### src/hw/rtl/sspr_pkg.sv
// shared types and constants for the servo status packet receiver
package sspr_pkg;

    localparam int MAX_PARAMS = 16;

    localparam int BYTE_W  = 8;
    localparam int COUNT_W = 5;

    localparam logic [BYTE_W-1:0] HEADER_BYTE = 8'hFF;
    localparam logic [BYTE_W-1:0] MIN_LENGTH  = 8'd2;
    localparam logic [BYTE_W-1:0] MAX_LENGTH  = BYTE_W'(MAX_PARAMS + 2);

    // byte positions within a packet
    localparam logic [COUNT_W-1:0] POS_HDR0  = COUNT_W'(0);
    localparam logic [COUNT_W-1:0] POS_ID    = COUNT_W'(2);
    localparam logic [COUNT_W-1:0] POS_LEN   = COUNT_W'(3);
    localparam logic [COUNT_W-1:0] POS_ERR   = COUNT_W'(4);
    localparam logic [COUNT_W-1:0] POS_PARAM = COUNT_W'(5);
    localparam logic [COUNT_W-1:0] POS_LAST  = COUNT_W'(MAX_PARAMS + 5);

    typedef enum logic [1:0] {
        STATUS_BUSY   = 2'd0,
        STATUS_GOOD   = 2'd1,
        STATUS_CSUM   = 2'd2,
        STATUS_BADLEN = 2'd3
    } status_t;

    typedef struct packed {
        status_t             status;
        logic [COUNT_W-1:0]  byte_index;
        logic [BYTE_W-1:0]   data_byte;
        logic [BYTE_W-1:0]   servo_id;
        logic [BYTE_W-1:0]   error_flags;
        logic [BYTE_W-1:0]   packet_length;
    } result_t;

endpackage

### src/hw/rtl/servo_status_packet_receiver.sv
// servo status packet receiver: input register, framer and result register
// an accepted byte moves from the input register through the framer to the result register on m_valid
// throughput: one byte per cycle while results are taken, set by the single-pass framer between two registers
// a waiting result lets the input register hold one more byte, then s_ready drops
// reset (aresetn low, synchronous) empties both registers and returns to the header hunt
module servo_status_packet_receiver (
    input  logic                          aclk,
    input  logic                          aresetn,
    input  logic                          s_valid,
    output logic                          s_ready,
    input  logic [sspr_pkg::BYTE_W-1:0]   s_rx_byte,
    output logic                          m_valid,
    input  logic                          m_ready,
    output logic [1:0]                    m_status,
    output logic [sspr_pkg::COUNT_W-1:0]  m_byte_index,
    output logic [sspr_pkg::BYTE_W-1:0]   m_data_byte,
    output logic [sspr_pkg::BYTE_W-1:0]   m_servo_id,
    output logic [sspr_pkg::BYTE_W-1:0]   m_error_flags,
    output logic [sspr_pkg::BYTE_W-1:0]   m_packet_length
);

    logic                        in_vld_reg, in_vld_next;
    logic [sspr_pkg::BYTE_W-1:0] in_byte_reg;
    logic                        out_vld_reg, out_vld_next;
    sspr_pkg::result_t           out_result_reg;
    sspr_pkg::result_t           result;
    logic                        advance;

    // item moves from input register to result register
    assign advance = in_vld_reg && (!out_vld_reg || m_ready);
    assign s_ready = !in_vld_reg || advance;

    always_comb begin
        in_vld_next = in_vld_reg;
        if (s_valid && s_ready) begin
            in_vld_next = 1'b1;
        end else if (advance) begin
            in_vld_next = 1'b0;
        end
        out_vld_next = out_vld_reg;
        if (advance) begin
            out_vld_next = 1'b1;
        end else if (m_ready) begin
            out_vld_next = 1'b0;
        end
    end

    sspr_framer u_framer (
        .aclk    (aclk),
        .aresetn (aresetn),
        .step    (advance),
        .rx_byte (in_byte_reg),
        .result  (result)
    );

    always_ff @(posedge aclk) begin
        if (!aresetn) begin
            in_vld_reg  <= 1'b0;
            out_vld_reg <= 1'b0;
        end else begin
            in_vld_reg  <= in_vld_next;
            out_vld_reg <= out_vld_next;
        end
        if (s_valid && s_ready) begin
            in_byte_reg <= s_rx_byte;
        end
        if (advance) begin
            out_result_reg <= result;
        end
    end

    assign m_valid         = out_vld_reg;
    assign m_status        = out_result_reg.status;
    assign m_byte_index    = out_result_reg.byte_index;
    assign m_data_byte     = out_result_reg.data_byte;
    assign m_servo_id      = out_result_reg.servo_id;
    assign m_error_flags   = out_result_reg.error_flags;
    assign m_packet_length = out_result_reg.packet_length;

endmodule

### src/hw/rtl/sspr_framer.sv
// packet framing state, running checksum and per-byte result
module sspr_framer (
    input  logic                        aclk,
    input  logic                        aresetn,
    input  logic                        step,
    input  logic [sspr_pkg::BYTE_W-1:0] rx_byte,
    output sspr_pkg::result_t           result
);

    logic [sspr_pkg::COUNT_W-1:0] count_reg, count_next;
    logic [sspr_pkg::BYTE_W-1:0]  length_reg, length_next;
    logic [sspr_pkg::BYTE_W-1:0]  sum_reg, sum_next;
    logic [sspr_pkg::BYTE_W-1:0]  id_reg, id_next;
    logic [sspr_pkg::BYTE_W-1:0]  error_reg, error_next;
    sspr_pkg::status_t            status;
    logic [sspr_pkg::COUNT_W-1:0] index;
    logic [sspr_pkg::BYTE_W-1:0]  sum_add;
    logic                         at_checksum;

    assign sum_add     = sum_reg + rx_byte;
    assign at_checksum = {1'b0, 3'b000, count_reg} >= ({1'b0, length_reg} + 9'd3);

    always_comb begin
        count_next  = count_reg;
        length_next = length_reg;
        sum_next    = sum_reg;
        id_next     = id_reg;
        error_next  = error_reg;
        status      = sspr_pkg::STATUS_BUSY;
        index       = count_reg;

        if (count_reg < sspr_pkg::POS_ID) begin
            if (rx_byte == sspr_pkg::HEADER_BYTE) begin
                count_next = count_reg + 1'b1;
            end else begin
                count_next = sspr_pkg::POS_HDR0;
                index      = sspr_pkg::POS_HDR0;
            end
        end else if (count_reg == sspr_pkg::POS_ID) begin
            // a third 0xff is simply the id
            id_next     = rx_byte;
            sum_next    = rx_byte;
            length_next = '0;
            error_next  = '0;
            count_next  = sspr_pkg::POS_LEN;
        end else if (count_reg == sspr_pkg::POS_LEN) begin
            length_next = rx_byte;
            sum_next    = sum_add;
            if (rx_byte < sspr_pkg::MIN_LENGTH || rx_byte > sspr_pkg::MAX_LENGTH) begin
                status     = sspr_pkg::STATUS_BADLEN;
                count_next = sspr_pkg::POS_HDR0;
            end else begin
                count_next = sspr_pkg::POS_ERR;
            end
        end else if (count_reg == sspr_pkg::POS_ERR) begin
            error_next = rx_byte;
            sum_next   = sum_add;
            count_next = sspr_pkg::POS_PARAM;
        end else if (at_checksum) begin
            status     = (~sum_reg == rx_byte) ? sspr_pkg::STATUS_GOOD
                                                : sspr_pkg::STATUS_CSUM;
            count_next = sspr_pkg::POS_HDR0;
        end else begin
            sum_next   = sum_add;
            count_next = count_reg + 1'b1;
        end
    end

    assign result.status        = status;
    assign result.byte_index    = index;
    assign result.data_byte     = rx_byte;
    assign result.servo_id      = id_next;
    assign result.error_flags   = error_next;
    assign result.packet_length = length_next;

    always_ff @(posedge aclk) begin
        if (!aresetn) begin
            count_reg  <= '0;
            length_reg <= '0;
            sum_reg    <= '0;
            id_reg     <= '0;
            error_reg  <= '0;
        end else if (step) begin
            count_reg  <= count_next;
            length_reg <= length_next;
            sum_reg    <= sum_next;
            id_reg     <= id_next;
            error_reg  <= error_next;
        end
    end

    // position never runs past the longest packet
    a_count_bound: assert property (@(posedge aclk) disable iff (!aresetn)
        count_reg <= sspr_pkg::POS_LAST)
        else $error("byte position beyond longest packet");

    // parameter positions only follow an accepted length
    a_length_valid: assert property (@(posedge aclk) disable iff (!aresetn)
        count_reg >= sspr_pkg::POS_PARAM |->
            (length_reg >= sspr_pkg::MIN_LENGTH && length_reg <= sspr_pkg::MAX_LENGTH))
        else $error("parameter position with invalid length");

    // any packet end returns to the header hunt
    a_end_resync: assert property (@(posedge aclk) disable iff (!aresetn)
        step && status != sspr_pkg::STATUS_BUSY |=> count_reg == sspr_pkg::POS_HDR0)
        else $error("no resync after packet end");

endmodule

### config.mk
export PLATFORM = sky130hd
export DESIGN_NAME = servo_status_packet_receiver
export DESIGN_NICKNAME = d
export VERILOG_FILES = /design/src/hw/rtl/sspr_pkg.sv /design/src/hw/rtl/servo_status_packet_receiver.sv /design/src/hw/rtl/sspr_framer.sv
export SDC_FILE = /design/constraint.sdc
export NUM_CORES = 1
export LEC_CHECK = 0
export BUFFER_PORTS_ARGS = -buffer_cell sky130_fd_sc_hd__buf_2
export CORE_AREA = 2 2 93 95
export CTS_BUF_LIST = sky130_fd_sc_hd__clkbuf_4 sky130_fd_sc_hd__clkbuf_8
export DETAILED_ROUTE_END_ITERATION = 7
export DIE_AREA = 0 0 95 97
export PLACE_DENSITY = 0.76
export SLEW_MARGIN = 20
export SYNTH_ARGS = -nofsm -noshare
export SYNTH_HDL_FRONTEND = slang
export SYNTH_SLANG_ARGS = --single-unit
### constraint.sdc
create_clock -name aclk -period 5.03 [get_ports aclk]
set_input_delay 1.006 -clock aclk [delete_from_list [all_inputs] [get_ports aclk]]
set_output_delay 1.006 -clock aclk [all_outputs]
set_load 0.005 [all_outputs]
==> results of run 1 <==
[metrics by stage]
stage          cell area, sq um  instances  total power (W)
4_1_cts                    4570        510          0.00145
6_report                   4570        510          0.00144
3_5_place_dp               4340        494         0.000915
2_1_floorplan              4030        359         0.000875
3_3_place_gp               4340        494         0.000911
5_1_grt                    4570        510          0.00150
[cell type report]
cell class	count	area, sq um	share of cell area
clock inverter	6	95.1	0.0208
tap	105	131	0.0287
clock buffer	10	131	0.0287
sequential	86	2190	0.480
timing repair buffer	54	275	0.0602
multi-input combinational	240	1710	0.374
inverter	9	33.8	0.00739
[routing by layer]
layer,track usage,share of wire
met5,0,0
met4,0.0892,0.027
met3,0.0421,0.052
met2,0.288,0.48
met1,0.255,0.44
[worst paths after layout]
path,start,end,slack (ps),depth (start not counted)
hold reg to reg,u_framer.sum_reg[0],u_framer.sum_reg[0],510,2
setup reg to reg,u_framer.count_reg[1],u_framer.sum_reg[3],2350,7
hold / removal,u_framer.sum_reg[0],u_framer.sum_reg[0],510,2
setup / recovery,u_framer.count_reg[1],u_framer.sum_reg[3],2350,7
[power by group]
part           switching (W)  internal (W)  leakage, nW  total (W)
Combinational      0.0000598     0.0000484        0.935   0.000108
Sequential         0.0000231      0.000768        0.764   0.000791
Clock               0.000251      0.000289        0.108   0.000540
[synth_stat cells, types with 4 or more instances]
master	count
a211oi_1	4
a21oi_1	14
a22o_1	16
a22oi_1	16
clkbuf_1	20
dfxtp_1	39
edfxtp_1	47
ha_1	16
inv_1	8
mux2_2	7
nand2_1	28
nand3_1	4
nand4_1	4
nor2_1	25
nor2b_1	21
o211a_1	9
o21a_1	5
o21ai_0	9
or2_2	8
xor2_1	7
[worst max-delay path, delay by kind of cell (launching register included)]
kind	cells	cell delay (ps)
AO/OA/AOI/OAI	2	710
adder cells (fa/ha/maj)	1	240
flip-flops	1	530
AND/OR/NAND/NOR	4	1090
[kinds of logic after synthesis]
logic type | after synthesis | synth area share
simple gates | 107 | 0.139
flops | 86 | 0.544
mux | 10 | 0.0270
xor+xnor | 10 | 0.0218
fa+ha+maj | 17 | 0.0547
compound gates | 96 | 0.181
buf+inv | 33 | 0.0323
==> flow_metrics.env, run 1 <==
export IMPL_drc=0
export IMPL_maxCapViolCount=0
export IMPL_grt_pass1_vias=2791
export IMPL_crit_type="reg2reg"
export IMPL_synth_ff_type="edfxtp_1"
export IMPL_hold_violations=0
export IMPL_synth_top_area_cell="edfxtp_1"
export IMPL_clockBufferDepth=2
export IMPL_grt_pass1_wl_mm=13.5
export IMPL_dr_first_iter_drc_count=175
export IMPL_synth_cell_types=53
export IMPL_yosysWarnings=0
export IMPL_period_minus_slack_ps=2680
export IMPL_irDropWorstVdd_v=0.000193
export IMPL_relSlewSlack=0.457
export IMPL_synth_avg_cell_area_sq_um=11.2
export IMPL_fmax_ghz=0.373
export IMPL_cts_hold_buf=0
export IMPL_crit_slowest_cell="nor4b_4"
export IMPL_final_common_cell="buf_2"
export IMPL_antenna_found_initial=0
export IMPL_min_path_type="reg2reg"
export IMPL_synth_area_sq_um=4030
export IMPL_cts_htree_levels=3
export IMPL_run_status="finished clean"
export IMPL_syn_nets=388
export IMPL_fill_cells=679
export IMPL_ant_nets=0
export IMPL_grt_total_usage=0.189
export IMPL_io_pins=53
export IMPL_wl_per_cell_um=16.3
export IMPL_num_vias=2893
export IMPL_cp_arrival_ps=2930
export IMPL_grt_overflow=0
export IMPL_cts_tree="yes"
export IMPL_crit_chain="ha_1 > nor4b_4 > or2_1 > nor2_2 > a31oi_4 > nor2_1 > a311oi_1"
export IMPL_worst_hold_slack_ps=513
export IMPL_cts_sinks=86
export IMPL_synthCells=359
export IMPL_die_h_um=97
export IMPL_cp_end_kind="flop"
export IMPL_die_area_sq_um=9220
export IMPL_initial_core_util=0.495
export IMPL_setup_tns_final_ps=0
export IMPL_async_flop_share=0
export IMPL_finalSetupViolations=0
export IMPL_final_nets=429
export IMPL_setup_slack_ps=2350
export IMPL_final_cell_mix="buf_2, edfxtp_1, dfxtp_1"
export IMPL_cts_setup_buffers=0
export IMPL_path_clk_slew_ps=80
export IMPL_rows=33
export IMPL_area_growth_pct=13.5
export IMPL_dp_slack_ps=2040
export IMPL_cp_start_kind="flop"
export IMPL_max_slew_worst_pin_slew_ps=810
export IMPL_finalClockSkew_ps=10.9
export IMPL_synth_edf_count=47
export IMPL_die_x_um=95
export IMPL_final_core_util=0.562
export IMPL_core_sq_um=8130
export IMPL_maxSlewViolCount=0
export IMPL_required_ps=5280
export IMPL_fin_crit_sh=0.533
export IMPL_cpPeakStageDelay_ps=670
export IMPL_avgViaCountPerCell=5.67
export IMPL_synth_seq_area_share=0.544
export IMPL_ys_seq_elements=86
export IMPL_numCtsBuffers=9
export IMPL_num_antenna_cells=0
export IMPL_power_density_nw_per_um2=315
export IMPL_firstDrtPassIters=4
export IMPL_routed_wl_mm=8.31
export IMPL_insertion_delay_ps=360
export IMPL_leakage_nw=1.81
export IMPL_grt_max_degree=38
export IMPL_worstPathMaxFanout=16
export IMPL_ctsResizeCount=0
export IMPL_synth_area_leaders="edfxtp_1, dfxtp_1, ha_1"
export IMPL_netlist_area_leader_share=0.351
export IMPL_rsz0062_at_grt="no"
export IMPL_globalplace_congestion=0.881
export IMPL_root_buffer="clkbuf_8"
export IMPL_place_hpwl_mm=5.73
export IMPL_layout_drive_gt1_share=0.230
export IMPL_portBuffers=52
Power figures use the tool's default switching activity.
==> run 2, diff against run 1 <==
- ABC_AREA: not set -> 1
- CORE_AREA: 2 2 93 95 -> 2 2 94 96
- DIE_AREA: 0 0 95 97 -> 0 0 96 98
- PLACE_DENSITY: 0.76 -> 0.78
- clock period: 5.03 -> 2.1 ns (I/O delays scaled with it)
==> run 2 against run 1 <==
Compared with the run above: the flow now finishes with violations (negative setup slack); critical path depth up 10; clock skew fell by 3.6 ps; via count rose by 24%; non-clock buffer count up 27; synthesized cell count up 28%; first-iteration DRC count up 23%; largest cell class unchanged; clock power is 140% higher; hold slack lost 280 ps; routed wire length increased by 24%; die area up 2.1%; cell area rose by 11%; core utilization increased by 4.0 points.
==> flow_metrics.env, run 2 <==
export IMPL_min_from="s_rx_byte[1]"
export IMPL_violations="negative setup slack"
export IMPL_crit_type="reg2reg"
export IMPL_instances_no_fill=647
export IMPL_cts_tree="yes"
export IMPL_run_status="complete, but fails checks"
export IMPL_p_clk_frac=0.365
export IMPL_dp_slack_ps=-92.8
export IMPL_root_buffer="clkbuf_8"
export IMPL_die_h_um=98
export IMPL_min_path_type="in2reg"
export IMPL_rsz0062_at_grt="yes"
export IMPL_drc=0
export IMPL_grt_max_degree=33
export IMPL_synth_area_sq_um=4130
export IMPL_clockBufferDepth=2
export IMPL_core_sq_um=8470
export IMPL_total_power_w=0.00357
export IMPL_cts_sinks=86
export IMPL_dp_cells=629
export IMPL_globalplace_congestion=0.898
export IMPL_timing_rr_end="u_framer.sum_reg[5]"
export IMPL_cp_start_kind="flop"
export IMPL_syn_nets=490
export IMPL_power_density_nw_per_um2=701
export IMPL_r2r_cells=17
export IMPL_synth_top_area_cell="edfxtp_1"
export IMPL_synth_cell_types=39
export IMPL_area_growth_pct=23.5
export IMPL_rrSetupSlack_ps=-90
export IMPL_final_nets=563
export IMPL_ys_seq_elements=86
export IMPL_leakage_nw=2.07
export IMPL_ant_nets=0
export IMPL_avgViaCountPerCell=5.56
export IMPL_synth_seq_area_share=0.531
export IMPL_firstDrtPassIters=5
export IMPL_grt_pass1_wl_mm=16.6
export IMPL_maxCapViolCount=0
export IMPL_pwr_share_seq=0.523
export IMPL_die_x_um=96
export IMPL_netlist_area_leader_share=0.342
export IMPL_hold_violations=0
export IMPL_num_vias=3598
export IMPL_routed_wl_mm=10.3
export IMPL_yosysWarnings=0
export IMPL_hold_path_end="in_byte_reg[1]"
export IMPL_numCtsBuffers=9
export IMPL_setup_slack_ps=-88.3
export IMPL_cp_arrival_ps=2440
export IMPL_synth_edf_count=47
export IMPL_fin_crit_sh=1.04
export IMPL_fill_cells=708
export IMPL_antenna_found_initial=0
export IMPL_io_pins=53
export IMPL_synth_avg_cell_area_sq_um=8.95
export IMPL_initial_core_util=0.487
export IMPL_cts_htree_levels=3
export IMPL_max_slew_worst_pin_slew_ps=630
export IMPL_layout_drive_gt1_share=0.273
export IMPL_die_area_sq_um=9410
export IMPL_finalClockSkew_ps=7.24
export IMPL_insertion_delay_ps=360
export IMPL_rows=34
export IMPL_regToRegStartpoint="u_framer.length_reg[0]"
export IMPL_portBuffers=52
export IMPL_power_switching_w=0.000871
export IMPL_finalSetupViolations=8
export IMPL_place_hpwl_mm=6.95
export IMPL_worstPathMaxFanout=7
export IMPL_dr_first_iter_drc_count=216
export IMPL_period_minus_slack_ps=2190
export IMPL_yosys_cell_count_top_type="nand2_1"
export IMPL_synth_commonest_cells="nand2_1, inv_1, edfxtp_1"
export IMPL_power_frac_comb=0.112
export IMPL_relSlewSlack=0.579
export IMPL_synthCells=461
export IMPL_wl_per_cell_um=15.9
export IMPL_final_cell_mix="nand2_1, buf_2, inv_1"
export IMPL_synth_area_leaders="edfxtp_1, dfxtp_1, nand2_1"
export IMPL_synth_ff_type="edfxtp_1"
export IMPL_grt_overflow=0
export IMPL_p_sw_frac=0.244
export IMPL_grt_pass1_vias=3377
export IMPL_irDropWorstVdd_v=0.000613
export IMPL_cp_end_kind="flop"
export IMPL_final_common_cell="nand2_1"
export IMPL_grt_total_usage=0.229
export IMPL_p_int_w=0.00270
export IMPL_required_ps=2350
export IMPL_num_antenna_cells=0
export IMPL_fmax_ghz=0.457
export IMPL_async_flop_share=0
export IMPL_whs_path_depth=1
export IMPL_path_clk_slew_ps=80
export IMPL_maxSlewViolCount=0
run 2: changes by cell type in the layout (fill, tap and decap cells not counted), sizes merged, moves of 16 or more:
cell / change
a22oi: -16
a21oi: +32
nor2b: -21
inv: +48
nand2: +64
buf: +27
o21ai: +39
run 2: what timing repair did:
action,4_1_cts,5_1_grt
pin swaps,11,12
cloned,1,0
setup endpoints to repair,15,15
resized for setup,23,33
buffers inserted,1,0
hold buffers,0,0
run 2: how the worst max path moves through the flow:
stage | start | to | slack (ps)
2_1_floorplan | u_framer.length_reg[0] | u_framer.sum_reg[0] | 30
3_3_place_gp | u_framer.length_reg[0] | u_framer.sum_reg[4] | 2
3_5_place_dp | u_framer.length_reg[0] | u_framer.sum_reg[5] | -90
4_1_cts | u_framer.length_reg[0] | u_framer.sum_reg[6] | -100
5_1_grt | u_framer.length_reg[0] | u_framer.sum_reg[5] | -180
6_report | u_framer.length_reg[0] | u_framer.sum_reg[5] | -90
run 2: layout make-up:
type,count,area [sq um],share of cell area
sequential,86,2200,0.431
inverter,58,230,0.0452
tap,108,135,0.0265
clock inverter,5,82.6,0.0162
clock buffer,11,145,0.0285
timing repair buffer,81,507,0.0994
multi-input combinational,298,1800,0.353
run 2: power groups by stage:
stage | clock (W) | sequential [W] | combinational [W]
final | 0.00130 | 0.00187 | 0.000402
after floorplan | 0 | 0.00191 | 0.000211
after CTS | 0.00131 | 0.00187 | 0.000379
after global routing | 0.00139 | 0.00187 | 0.000444
after detailed placement | 0 | 0.00190 | 0.000364
after global placement | 0 | 0.00190 | 0.000354
run 2: critical path: stages (launching register included):
cell and delay, ps:
dfxtp_2 340, inv_2 50, ha_4 170, xor2_4 150, ha_4 290, nand3_2 60
nand2_1 70, nand2_1 40, nand3_1 60, nand2_1 80, nand2_2 100, nand2_4 70
nor2_4 120, nand2_4 100, nand2_8 100, clkinv_8 90, nor2_2 110, nor2_1 60
run 2: stage by stage:
stage / util / area [sq um] / hold WS [ps] / setup TNS [ps]
floorplan: - / 4130 / 445 / 0
detailed placement: 0.551 / 4670 / 455 / -616
finish: 0.602 / 5100 / 233 / -423
CTS: 0.586 / 4960 / 223 / -775
global placement: 0.551 / 4670 / 454 / 0
global route: 0.602 / 5100 / 231 / -1600
run 2: metal layers:
metal / global-route usage / routed length (um)
met3: 0.0347 / 669
met2: 0.361 / 5100
met1: 0.303 / 4210
met5: 0 / 0
met4: 0.118 / 342
run 2: logic make-up after synthesis:
kind of cell	after synthesis	share of synthesized area
compound gates	124	0.169
simple gates	150	0.159
flops	86	0.531
xor+xnor	6	0.0127
fa+ha+maj	17	0.0534
buf+inv	78	0.0743
==> run 3, diff against run 2 <==
--- a/config.mk
+++ b/config.mk
@@ -9,6 +9,6 @@
 export BUFFER_PORTS_ARGS = -buffer_cell sky130_fd_sc_hd__buf_2
-export CORE_AREA = 2 2 94 96
+export CORE_AREA = 2 2 96 98
 export CTS_BUF_LIST = sky130_fd_sc_hd__clkbuf_4 sky130_fd_sc_hd__clkbuf_8
 export DETAILED_ROUTE_END_ITERATION = 7
-export DIE_AREA = 0 0 96 98
+export DIE_AREA = 0 0 98 100
 export PLACE_DENSITY = 0.78
@@ -17,2 +17,3 @@
 export SYNTH_HDL_FRONTEND = slang
+export SYNTH_HIERARCHICAL = 1
 export SYNTH_SLANG_ARGS = --single-unit
--- a/constraint.sdc
+++ b/constraint.sdc
@@ -3,2 +3,2 @@
 set_output_delay 0.42 -clock aclk [all_outputs]
-set_load 0.005 [all_outputs]
+set_load 0.05 [all_outputs]
==> run 3 against run 2 <==
Compared with the run above: the run now ends clean; maximum frequency up 7.2%; sequential share of layout area up 1.2 points; clock skew grew 1.4 ps; sequential power increased by 3%; global-route usage shrank 2.5 points; non-clock buffer count decreased by 9; via count decreased by 3.8%; clock-buffer cell count down 2.
==> flow_metrics.env, run 3 <==
export IMPL_fill_cells=826
export IMPL_path_clk_slew_ps=90
export IMPL_pwr_share_seq=0.516
export IMPL_fin_area_sq_um=4960
export IMPL_clockBufferDepth=2
export IMPL_relSlewSlack=0.461
export IMPL_synth_seq_area_share=0.509
export IMPL_cts_sinks=86
export IMPL_placed_area_sq_um=4700
export IMPL_synth_edf_count=47
export IMPL_min_path_type="in2reg"
export IMPL_synth_xor_area_frac=0.0183
export IMPL_routed_wl_mm=9.88
export IMPL_synth_top_area_cell="edfxtp_1"
export IMPL_crit_chain="inv_4 > ha_4 > xor2_1 > ha_1 > a21oi_1 > nand2_1 > nand2_1 > nand2_1 > nand2_1 > nand2_2 > nand4_4 > nand2_4 > nand2_2 > nand2_2 > nor2_2"
export IMPL_firstDrtPassIters=5
export IMPL_rows=35
export IMPL_synth_compound_area_frac=0.122
export IMPL_num_antenna_cells=0
export IMPL_avgViaCountPerCell=5.27
export IMPL_die_area_sq_um=9800
export IMPL_cts_tree="yes"
export IMPL_synthAdderAreaFrac=0.0512
export IMPL_critPathTopFamily="simple AND/OR/NAND/NOR gates"
export IMPL_synth_simple_area_share=0.200
export IMPL_crit_type="reg2reg"
export IMPL_max_slew_worst_pin_slew_ps=808
export IMPL_ys_seq_elements=86
export IMPL_crit_slowest_cell="dfxtp_2"
export IMPL_numCtsBuffers=9
export IMPL_cpMostUsedCell="nand2_1"
export IMPL_root_buffer="clkbuf_8"
export IMPL_place_hpwl_mm=6.84
export IMPL_cp_start_kind="flop"
export IMPL_dr_first_iter_drc_count=233
export IMPL_cp_arrival_ps=2340
export IMPL_synthCells=484
export IMPL_total_power_w=0.00373
export IMPL_num_vias=3460
export IMPL_synth_ff_type="edfxtp_1"
export IMPL_irDropWorstVdd_v=0.000353
export IMPL_hold_violations=0
export IMPL_initial_core_util=0.484
export IMPL_grt_pass1_vias=3220
export IMPL_io_pins=53
export IMPL_finalClockSkew_ps=8.65
export IMPL_finalSetupViolations=0
export IMPL_insertion_delay_ps=360
export IMPL_maxCapViolCount=0
export IMPL_fmax_ghz=0.490
export IMPL_final_cell_mix="nand2_1, inv_1, buf_2"
export IMPL_final_core_util=0.558
export IMPL_synth_avg_cell_area_sq_um=8.89
export IMPL_leakage_nw=2.23
export IMPL_final_common_cell="nand2_1"
export IMPL_die_x_um=98
export IMPL_run_status="finished clean"
export IMPL_power_switching_w=0.00119
export IMPL_async_flop_share=0
export IMPL_area_growth_pct=15.2
export IMPL_die_h_um=100
export IMPL_final_nets=570
export IMPL_fin_crit_sh=0.972
export IMPL_syn_nets=513
export IMPL_core_sq_um=8890
export IMPL_p_int_w=0.00254
export IMPL_ant_nets=0
export IMPL_grt_max_degree=69
export IMPL_cts_htree_levels=3
export IMPL_rsz0062_at_grt="yes"
export IMPL_grt_overflow=0
export IMPL_layout_drive_gt1_share=0.251
export IMPL_power_frac_comb=0.190
export IMPL_synth_top_family_by_area="simple AND/OR/NAND/NOR gates"
export IMPL_cpPeakStageDelay_ps=360
export IMPL_synth_area_sq_um=4300
export IMPL_synth_cell_types=39
export IMPL_grt_total_usage=0.204
export IMPL_wl_per_cell_um=15.0
export IMPL_globalplace_congestion=0.938
export IMPL_netlist_area_leader_share=0.328
export IMPL_worst_hold_slack_ps=230
export IMPL_synthMuxAreaShare=0
export IMPL_drc=0
export IMPL_cp_end_kind="flop"
export IMPL_yosysWarnings=6
export IMPL_synth_area_leaders="edfxtp_1, dfxtp_1, nand2_1"
export IMPL_grt_pass1_wl_mm=15.6
export IMPL_p_clk_frac=0.294
export IMPL_power_density_nw_per_um2=752
export IMPL_required_ps=2400
export IMPL_yosys_cell_count_top_type="nand2_1"
export IMPL_synth_commonest_cells="nand2_1, inv_1, edfxtp_1"
export IMPL_p_sw_frac=0.318
export IMPL_antenna_found_initial=0
export IMPL_period_minus_slack_ps=2040
export IMPL_portBuffers=52
export IMPL_crit_buf_inv=1
export IMPL_maxSlewViolCount=0
export IMPL_worstPathMaxFanout=8
==> run 3: cell types whose count changed after synthesis, moves of 7 or more <==
cell	change
buf_4	+7
nand3_1	+18
or2_2	+10
inv_1	+14
a22o_1	-10
nand2_1	-7
==> run 3: per-layer routing <==
metal	vias up	GRT usage	part of all wire	routed length [um]
li1	1715	-	-	-
met1	1625	0.250	0.43	4290
met2	95	0.345	0.49	4860
met3	25	0.0432	0.046	458
met4	0	0.100	0.028	272
met5	-	0	0	0
==> run 3: worst paths after layout <==
kind,startpoint,end,slack (ps),depth (start not counted)
hold reg to reg,u_framer/error_reg[6],u_framer/error_reg[6],490,2
setup reg to reg,u_framer/length_reg[1],u_framer/sum_reg[7],60,15
setup / recovery,u_framer/length_reg[1],u_framer/sum_reg[7],60,15
hold / removal,s_rx_byte[1],in_byte_reg[1],230,1
==> run 3: final cells by class <==
class	count	area, sq um	share of cell area
clock buffers	9	124	0.0250
flip-flops and latches	86	2200	0.443
inverters	70	265	0.0535
clock inverters	7	55.1	0.0111
multi-input cells	302	1760	0.354
repair buffers	72	423	0.0853
well taps	111	139	0.0280
==> run 3: timing repair <==
item	CTS	global route
gates cloned	1	0
setup buffers	0	2
gates resized for setup	2	17
endpoints found under the setup margin	7	13
hold buffers	0	0
pin swaps	1	9
==> run 3: cell families after synthesis <==
group                      count (synthesis)
and+or+nand+nor                          178
AOI/OAI and AO/OA                         97
buffers and inverters                     97
DFF                                       86
adders and majority gates                 17
xor gates and xnor gates                   9
==> run 3: through the flow <==
step	setup slack, ps	setup TNS [ps]	instances
after floorplan	40.0	0	484
after global placement	78.5	0	638
after global routing	-79.5	-466	657
after CTS	8.05	0	655
after detailed placement	-47.2	-123	638
final	59.3	0	657
==> run 3: power groups by stage <==
stage | Clock (W) | Sequential, W | Combinational, W
after global placement | 0 | 0.00196 | 0.000661
after CTS | 0.00112 | 0.00192 | 0.000683
after global routing | 0.00118 | 0.00193 | 0.000770
final | 0.00110 | 0.00192 | 0.000707
after detailed placement | 0 | 0.00196 | 0.000677
after floorplan | 0 | 0.00211 | 0.000360
